## config.mk

```make
export PLATFORM = sky130hd
export DESIGN_NAME = ole_cell
export DESIGN_NICKNAME = d
export VERILOG_FILES = /design/src/hw/rtl/ole_pkg.sv /design/src/hw/rtl/ole_cell.sv
export SDC_FILE = /design/constraint.sdc
export NUM_CORES = 1
export LEC_CHECK = 0
export BUFFER_PORTS_ARGS = -buffer_cell sky130_fd_sc_hd__buf_4
export CORE_ASPECT_RATIO = 1.5
export CORE_MARGIN = 1.5
export CORE_UTILIZATION = 39
export DETAILED_ROUTE_END_ITERATION = 6
export PLACE_DENSITY = 0.86
export SYNTH_ARGS = -nofsm -noshare
export SYNTH_HDL_FRONTEND = slang
export SYNTH_SLANG_ARGS = --single-unit
```

## constraint.sdc

```tcl
create_clock -name clk -period 2.7 [get_ports clk]
set_clock_uncertainty 0.15 [all_clocks]
set_input_delay 0.135 -clock clk [delete_from_list [all_inputs] [get_ports clk]]
set_output_delay 0.135 -clock clk [all_outputs]
set_load 0.02 [all_outputs]
```

## src/hw/rtl/ole_pkg.sv

```systemverilog
// shared types and constants of the ordered list engine
package ole_pkg;

	localparam int VAL_W = 32;
	localparam int POS_W = 7;
	localparam int CNT_W = 7;
	localparam int IN_TDATA_W = 48;
	localparam int OUT_TDATA_W = 56;

	typedef enum logic [1:0] {
		OP_FRONT  = 2'd0,
		OP_REAR   = 2'd1,
		OP_DELETE = 2'd2,
		OP_SEARCH = 2'd3
	} op_t;

	typedef enum logic [2:0] {
		ST_OK       = 3'd0,
		ST_EMPTY    = 3'd1,
		ST_BADPOS   = 3'd2,
		ST_NOTFOUND = 3'd3,
		ST_FULL     = 3'd4
	} status_t;

	typedef enum logic {
		FSM_IDLE = 1'b0,
		FSM_EXEC = 1'b1
	} fsm_t;

	typedef struct packed {
		logic push_front;
		logic append;
		logic pull;
	} cell_cmd_t;

endpackage

```

## src/hw/rtl/ole_cell.sv

```systemverilog
// one storage cell of the list chain with its compare and shift logic
module ole_cell #(
	parameter int IDX = 0,
	parameter int CW = 7
) (
	input  logic                            clk,
	input  logic                            ld,
	input  logic signed [ole_pkg::VAL_W-1:0] in_key,
	input  logic [ole_pkg::POS_W-1:0]       in_pos,
	input  logic [CW-1:0]                   cnt,
	input  ole_pkg::cell_cmd_t              cmd,
	input  logic signed [ole_pkg::VAL_W-1:0] ins_val,
	input  logic signed [ole_pkg::VAL_W-1:0] left_val,
	input  logic signed [ole_pkg::VAL_W-1:0] right_val,
	output logic signed [ole_pkg::VAL_W-1:0] val_q,
	output logic                            match_s1,
	output logic                            sel_s1
);

	logic after_s1;
	logic tail_s1;

	always_ff @(posedge clk) begin
		if (ld) begin
			match_s1 <= (IDX < 32'(cnt)) && (val_q == in_key);
			sel_s1   <= (32'(in_pos) == IDX + 1);
			after_s1 <= (32'(in_pos) <= IDX + 1);
			tail_s1  <= (32'(cnt) == IDX);
		end
	end

	always_ff @(posedge clk) begin
		priority if (cmd.push_front) begin
			val_q <= left_val;
		end else if (cmd.append && tail_s1) begin
			val_q <= ins_val;
		end else if (cmd.pull && after_s1) begin
			val_q <= right_val;
		end
	end

endmodule

```

======== Word level (Yosys, flattened, before mapping) ========
Cells that the tools add are included.
word-level totals
  bits of input ports ..................... 147
  word-level logic and storage cells ...... 17
  register bits after elaboration ......... 36
  output and inout port bits .............. 34
cells by class
  order comparisons ....................... 2
  mux-type cells .......................... 3
  reductions and logical operators ........ 5
  equality and inequality tests ........... 2
operator list
  kind                                                                              count
  32-bit 2-to-1 mux                                                                 3
  32-bit equality test                                                              1
  7-bit by 1-bit equality test with 1-bit output, second input constant             1
  7-bit by 1-bit less-or-equal comparator with 1-bit output, second input constant  1
  7-bit zero test                                                                   1
  1-bit by 7-bit < comparator with 1-bit output, first input constant               1
  1-bit logical AND                                                                 3
  3-bit nonzero test                                                                1

======== Logic depth before layout (Yosys ltp) ========
Gate-level depths: netlist (run 1).
  word-level depth ........................ 4
  mapped depth ............................ 4
  gate-level depth less buffers ........... 4

======== Worst setup path before layout (run 1) ========
Ideal clock, no wire load.
  path type ............................... reg2reg
  start point ............................. reg tail_s1
  end point ............................... reg val_q[0] in the netlist's numbering (enable)
  slack ................................... 0.757 ns
  cell stages (with the launch flop) ...... 4
  path buffers ............................ 1
  period minus slack after synthesis ...... 1.943 ns
  arrival time ............................ 1.315 ns
  data required time ...................... 2.072 ns
  cells stage by stage .................... edfxtp_1 -> nand2_1 -> buf_4 -> nand2_1
between the ends
  longest elaborated chain between the ends .. 2
RTL lines
  what                          line            text
  start, declared               ole_cell.sv:21  logic tail_s1;
  start signal, assigned        ole_cell.sv:28  tail_s1 <= (32'(cnt) == IDX);
  1-bit logical AND             ole_cell.sv:35  end else if (cmd.append && tail_s1) begin
  3-bit nonzero test (no line)  -
  end signal, assigned          ole_cell.sv:34  val_q <= left_val;
  end signal, assigned          ole_cell.sv:36  val_q <= ins_val;
  end signal, assigned          ole_cell.sv:38  val_q <= right_val;
  end, declared                 ole_cell.sv:15  output logic signed [ole_pkg::VAL_W-1:0] val_q,
Every way passes these cells.
A chain may end at the register's enable or synchronous reset.

======== Final worst setup path (run 1) ========
  start point ............................. reg tail_s1
  end point ............................... reg val_q[19] in the netlist's numbering (enable)
Same word-level chain as after synthesis.

==> flow_summary.yaml, run 1 <==
clocking:
  cts.sinks: 36
  cts_made_buffers: 5
  h-tree-depth: 2
  cts_resized: 0
  holdBufCountCts: 28
  post_cts_buffers: 0
  cts.path.max_buffers: 2
  cts.reportedPaths.clkPinSlew_ns: 0.07
  cts-root-buf: "clkbuf_8"
  cts_tree: "done"
  insertion_delay_ns: 0.29
placed_design:
  place.gp.congestion: 0.843
  port_buffers: 180
  dp.cells: 434
  dpl.hpwl_um: 5630
cells_and_area:
  drive_gt1_share_pct: 48.4
  fin_nets: 549
  final_cells: 471
  final_common_cell: "buf_4"
  final_cell_mix: "183 x buf_4, 36 x edfxtp_1, 33 x nand2_1, 32 x mux2i_1, 32 x o21ai_0"
  antenna_cells: 0
  nFillCells: 390
  syn_to_final_growth_pct: 83.0
synth:
  synth_seq_cells: 36
  syn_area_sq_um: 2150
  synth_nets: 340
  synth_area_leader_cell: "edfxtp_1"
  synth_top_area_share_pct: 50.3
  async_flop_share_pct: 0
  synthCells: 193
  synth_edf_count: 36
  synth_seq_area_share_pct: 50.3
  synth_top_flop_cell: "edfxtp_1"
  syn_avg_cell_area_sq_um: 11.1
  yosys-top-cells-area: "edfxtp_1 50%, mux2i_1 15%, xor2_1 11%"
  ys_warn_count: 0
  ys_types: 16
power_and_ir_drop:
  vdd_drop_max_mv: 0.276
  p_per_area_nw_per_um2: 407
  power.leakage_nw: 1.95
detailed_routing:
  wl_per_cell_um: 15.9
  totalWireLength_um: 7480
  detail_route.vias_per_cell: 4.87
  vias: 2292
  drc: 0
  ant_nets: 0
  drt_pass1_iterations: 4
  drt_iter0_markers: 84
timing:
  period_share_pct: 64.7
  setup_tns_ns: 0
  slew_violations: 0
  final-setup-viol-count: 0
  slew_headroom_pct: 62.5
  period_minus_slack_ns: 1.75
  tightest_slew_ns: 0.562
  clock.fmax_mhz: 573
  rsz0062_at_grt: "false"
  finalHoldViolations: 0
worst_setup_path:
  cpMostUsedCell: "buf_4"
  worstPathRequired_ns: 2.58
  max_stage_delay_ns: 0.47
  crit_slowest_cell: "buf_4"
  setup.worst_path.class: "reg2reg"
  arrival_ns: 1.62
  critPathMaxFanout: 33
  endpoint_kind: "register"
  path_cells: "nand2_2 -> buf_4 -> nand2_1 -> buf_4"
  crit_family: "buffers and inverters"
  cp.buffers_inverters: 2
  startpoint_type: "register"
floorplan:
  die_w_um: 63.6
  core_area_sq_um: 5250
  io_pins: 181
  die_area_sq_um: 5980
  die_h_um: 94.0
  initial_core_util_pct: 41.0
  rows: 32
global_routing:
  grt_max_degree: 66
  grt_antenna_before_repair: 0
  grt_pass1_vias: 2447
  grtUsageTotal_pct: 24.8
  overflow: 0
  grt_first_pass_wirelength_um: 11200
hold_path:
  hp-class: "in2reg"
flow_run:
  cap_violations: 0
outcome:
  status: "finished clean"
## registers in the layout, indices dropped and copies added, names as in the netlist
signal,cells
after_s1,1
sel_s1,1
match_s1,1
tail_s1,1
val_q,32
## cell families (layout without fill, tap and decap cells)
kind of cell	after synthesis	after routing	synth area share, %
and+or+nand+nor	50	50	11.9
DFF	36	36	50.3
xor gates and xnor gates	32	32	13.0
buffers and inverters	10	220	2.27
muxes	32	32	14.9
AOI/OAI and AO/OA	33	33	7.68
## power by group
| group | internal, mW | switching, mW |
|---|---|---|
| Sequential | 0.682 | 0.0385 |
| Combinational | 0.290 | 0.223 |
| Clock | 0.175 | 0.193 |
| Total | 1.15 | 0.455 |
## layout make-up
type,instances,area (sq um),area share [%]
Timing Repair Buffer,212,1660,42.3
Sequential cell,36,1080,27.5
Multi-Input combinational cell,147,1020,26.0
Clock inverter,3,13.8,0.350
Tap cell,68,85.1,2.16
Clock buffer,5,68.8,1.75
## metal layers
layer	routed length, um	GRT usage [%]	vias up	part of all wire [%]
li1	-	-	1118	-
met1	2460	22.9	1049	33
met2	4390	51.1	110	59
met3	486	5.52	15	6.5
met4	146	8.51	0	2.0
met5	0	0	-	0
## worst paths after layout
check,start,endpoint,slack [ns],cells after the start
worst max-delay path,tail_s1$_DFFE_PP_,val_q[19]$_DFFE_PP_,0.95,4
worst min-delay path,left_val[1],val_q[1]$_DFFE_PP_,0.003,3
worst max register to register,tail_s1$_DFFE_PP_,val_q[19]$_DFFE_PP_,0.95,4
worst min register to register,val_q[15]$_DFFE_PP_,match_s1$_DFFE_PP_,0.63,3
## synth_stat cells, types with 2 or more instances
| library cell | instances |
|---|---|
| o21ai_0 | 32 |
| or4_4 | 2 |
| xor2_1 | 28 |
| clkbuf_1 | 7 |
| xnor2_1 | 4 |
| nand4_1 | 2 |
| nor4_1 | 8 |
| mux2i_1 | 32 |
| buf_4 | 3 |
| edfxtp_1 | 36 |
| nand2_1 | 34 |
## metrics by stage
stage / setup WS, ns / utilization, % / hold WS [ns] / instance area [sq um] / total power, mW
6_report: 0.954 / 75.0 / 0.00265 / 3940 / 1.60
5_1_grt: 0.874 / 75.0 / 0.0106 / 3940 / 1.67
4_1_cts: 0.963 / 74.9 / 0.0000940 / 3930 / 1.61
3_5_place_dp: 0.985 / 67.9 / 0.225 / 3560 / 1.21
3_3_place_gp: 0.991 / 67.9 / 0.227 / 3560 / 1.20
2_1_floorplan: 0.757 / - / 0.0975 / 2150 / 0.923
## worst min-delay path, delay by kind of cell
kind / cells / cell delay, ns
AO/OA/AOI/OAI: 1 / 0.07
buffers and inverters: 1 / 0.08
AND/OR/NAND/NOR: 1 / 0.04
Note: power is estimated with default switching activity, not from simulation.
==> run 2, diff against run 1 <==
- ABC_AREA: not set -> 1
- CORE_UTILIZATION: 39 -> 41
- clock period: 2.7 -> 1.8 ns (I/O delays scaled with it)
==> flow_summary.yaml, run 2 <==
outcome:
  status: "finished clean"
timing:
  final-setup-viol-count: 0
  period_share_pct: 87.8
  hold_ws_ns: 0.00508
  period_minus_slack_ns: 1.58
  setup_tns_ns: 0
  rsz0062_at_grt: "false"
  slew_headroom_pct: 73.8
  tightest_slew_ns: 0.393
  clock.fmax_mhz: 633
  slew_violations: 0
  finalHoldViolations: 0
  fin_ws_ns: 0.219
placed_design:
  port_buffers: 180
  place.gp.congestion: 0.876
  dp.cells: 581
  dpl.hpwl_um: 6730
  place_worst_setup_slack_ns: 0.316
power_and_ir_drop:
  pwr-share-clk_pct: 26.8
  seq_power_share_pct: 40.9
  vdd_drop_max_mv: 0.459
  power.leakage_nw: 2.18
  switchingPower_mw: 0.777
  p_per_area_nw_per_um2: 623
  swShare_pct: 29.1
  power.internal_mw: 1.89
  power_frac_comb_pct: 32.3
floorplan:
  io_pins: 181
  die_area_sq_um: 6600
  rows: 34
  initial_core_util_pct: 42.7
  core_area_sq_um: 5870
  die_w_um: 66.8
  die_h_um: 98.8
synth:
  synth_seq_cells: 36
  ys_warn_count: 0
  ys_types: 22
  synth_top_area_share_pct: 43.1
  synthCells: 337
  syn_area_sq_um: 2510
  async_flop_share_pct: 0
  yosys-top-cells-area: "edfxtp_1 43%, nand2_1 19%, nor2_1 8.2%"
  syn_avg_cell_area_sq_um: 7.44
  synth_seq_area_share_pct: 43.1
  synth_area_leader_cell: "edfxtp_1"
  synth_nets: 484
  synth_common_cells: "126 x nand2_1, 55 x nor2_1, 41 x inv_1, 36 x edfxtp_1, 22 x a31oi_1"
  synth_edf_count: 36
  synth.most_common_cell: "nand2_1"
  synth_top_flop_cell: "edfxtp_1"
worst_setup_path:
  endpoint_kind: "register"
  rr_startpoint: "tail_s1$_DFFE_PP_"
  worstPathRequired_ns: 1.80
  setup.worst_path.class: "in2reg"
  ff2ff_setup_slack_ns: 0.33
  arrival_ns: 1.58
  rr_worst_depth: 4
  r2r-end: "val_q[9]$_DFFE_PP_"
  critPathMaxFanout: 2
  startpoint_type: "primary input"
  worstSetupEndpoint: "after_s1$_DFFE_PP_"
  crit_start: "in_pos[5]"
hold_path:
  worstHoldPathCells: 3
  hp-class: "in2reg"
cells_and_area:
  final_cells: 617
  final_cell_mix: "184 x buf_4, 126 x nand2_1, 55 x nor2_1, 41 x inv_1, 36 x edfxtp_1"
  regMostFlops: "val_q"
  drive_gt1_share_pct: 40.3
  multi_input_area_sq_um: 1160
  regArea_sq_um: 1080
  fin_nets: 690
  largest_reg_flops: 32
  final_common_cell: "buf_4"
  nFillCells: 470
  syn_to_final_growth_pct: 70.9
detailed_routing:
  totalWireLength_um: 8980
  vias: 3032
  drt_pass1_iterations: 4
  ant_nets: 0
  drt_iter0_markers: 122
  drc: 0
  detail_route.vias_per_cell: 4.91
  wl_per_cell_um: 14.5
global_routing:
  grt_first_pass_wirelength_um: 13600
  grt_max_degree: 34
  grt_antenna_before_repair: 1
  grtUsageTotal_pct: 27.5
  grt_pass1_vias: 3055
  overflow: 0
clocking:
  h-tree-depth: 2
  cts.sinks: 36
  cts_tree: "done"
  cts.path.max_buffers: 2
  cts_made_buffers: 5
  cts.reportedPaths.clkPinSlew_ns: 0.08
  insertion_delay_ns: 0.29
  cts-root-buf: "clkbuf_8"
flow_run:
  cap_violations: 0
[run 2: cell types whose count changed in the layout (fill, tap and decap cells not counted), sizes merged, moves of 4 or more]
cell	change
xnor2	+4
o21ai	-28
a31oi	+32
nand2	+103
xor2	-27
nor2	+56
nor4	-9
inv	+43
mux2i	-32
[run 2: worst min-delay path by stage]
stage                     slack [ns]   startpoint                  to
after floorplan                 0.05           ld  after_s1$_DFFE_PP_
after global placement          0.18           ld    sel_s1$_DFFE_PP_
after detailed placement        0.18           ld    sel_s1$_DFFE_PP_
after CTS                     0.0007  left_val[3]  val_q[3]$_DFFE_PP_
after global routing           0.007  left_val[7]  val_q[7]$_DFFE_PP_
final                          0.005  left_val[6]  val_q[6]$_DFFE_PP_
[run 2: critical path, stage by stage]
cell	delay, ns
dlygate4sd3_1	0.53
buf_4	0.13
nor3_1	0.23
dlygate4sd3_1	0.60
[run 2: final cells by class]
type | instances | share of cell area, %
inverter | 43 | 3.83
antenna | 1 | 0.0584
multi-input combinational | 245 | 27.2
sequential | 36 | 25.2
timing repair buffer | 212 | 39.0
clock inverter | 3 | 0.993
tap | 72 | 2.10
clock buffer | 5 | 1.61
[run 2: kinds of logic after synthesis]
logic type | share of synthesized area (%)
AO/OA/AOI/OAI | 11.3
XOR/XNOR | 3.15
buffers and inverters | 10.6
flip-flops | 43.1
AND/OR/NAND/NOR | 31.8
[run 2: per-stage QoR]
stage	power, mW	utilization, %	area [sq um]
global placement	1.90	66.4	3900
finish	2.67	73.0	4280
floorplan	1.48	-	2510
global route	2.79	73.0	4280
detailed placement	1.92	66.4	3900
CTS	2.67	72.8	4270
[run 2: metal layers]
layer / part of all wire, % / track usage (%) / wire length, um
met5: 0 / 0 / 0
met4: 4.8 / 13.3 / 433
met2: 55 / 51.8 / 4940
met1: 32 / 27.6 / 2900
met3: 7.8 / 5.25 / 702
[run 2: repair_timing]
item                      in CTS  in global routing
buffers inserted               0                  0
gates resized for setup        0                  0
hold buffers                  26                  1
hold endpoints to repair      20                  1
[run 2: power by group through the flow]
stage | logic (mW) | registers [mW] | clock network, mW
global route | 0.937 | 1.10 | 0.749
floorplan | 0.293 | 1.19 | 0
detailed placement | 0.813 | 1.11 | 0
finish | 0.862 | 1.09 | 0.715
CTS | 0.859 | 1.09 | 0.721
global placement | 0.789 | 1.11 | 0
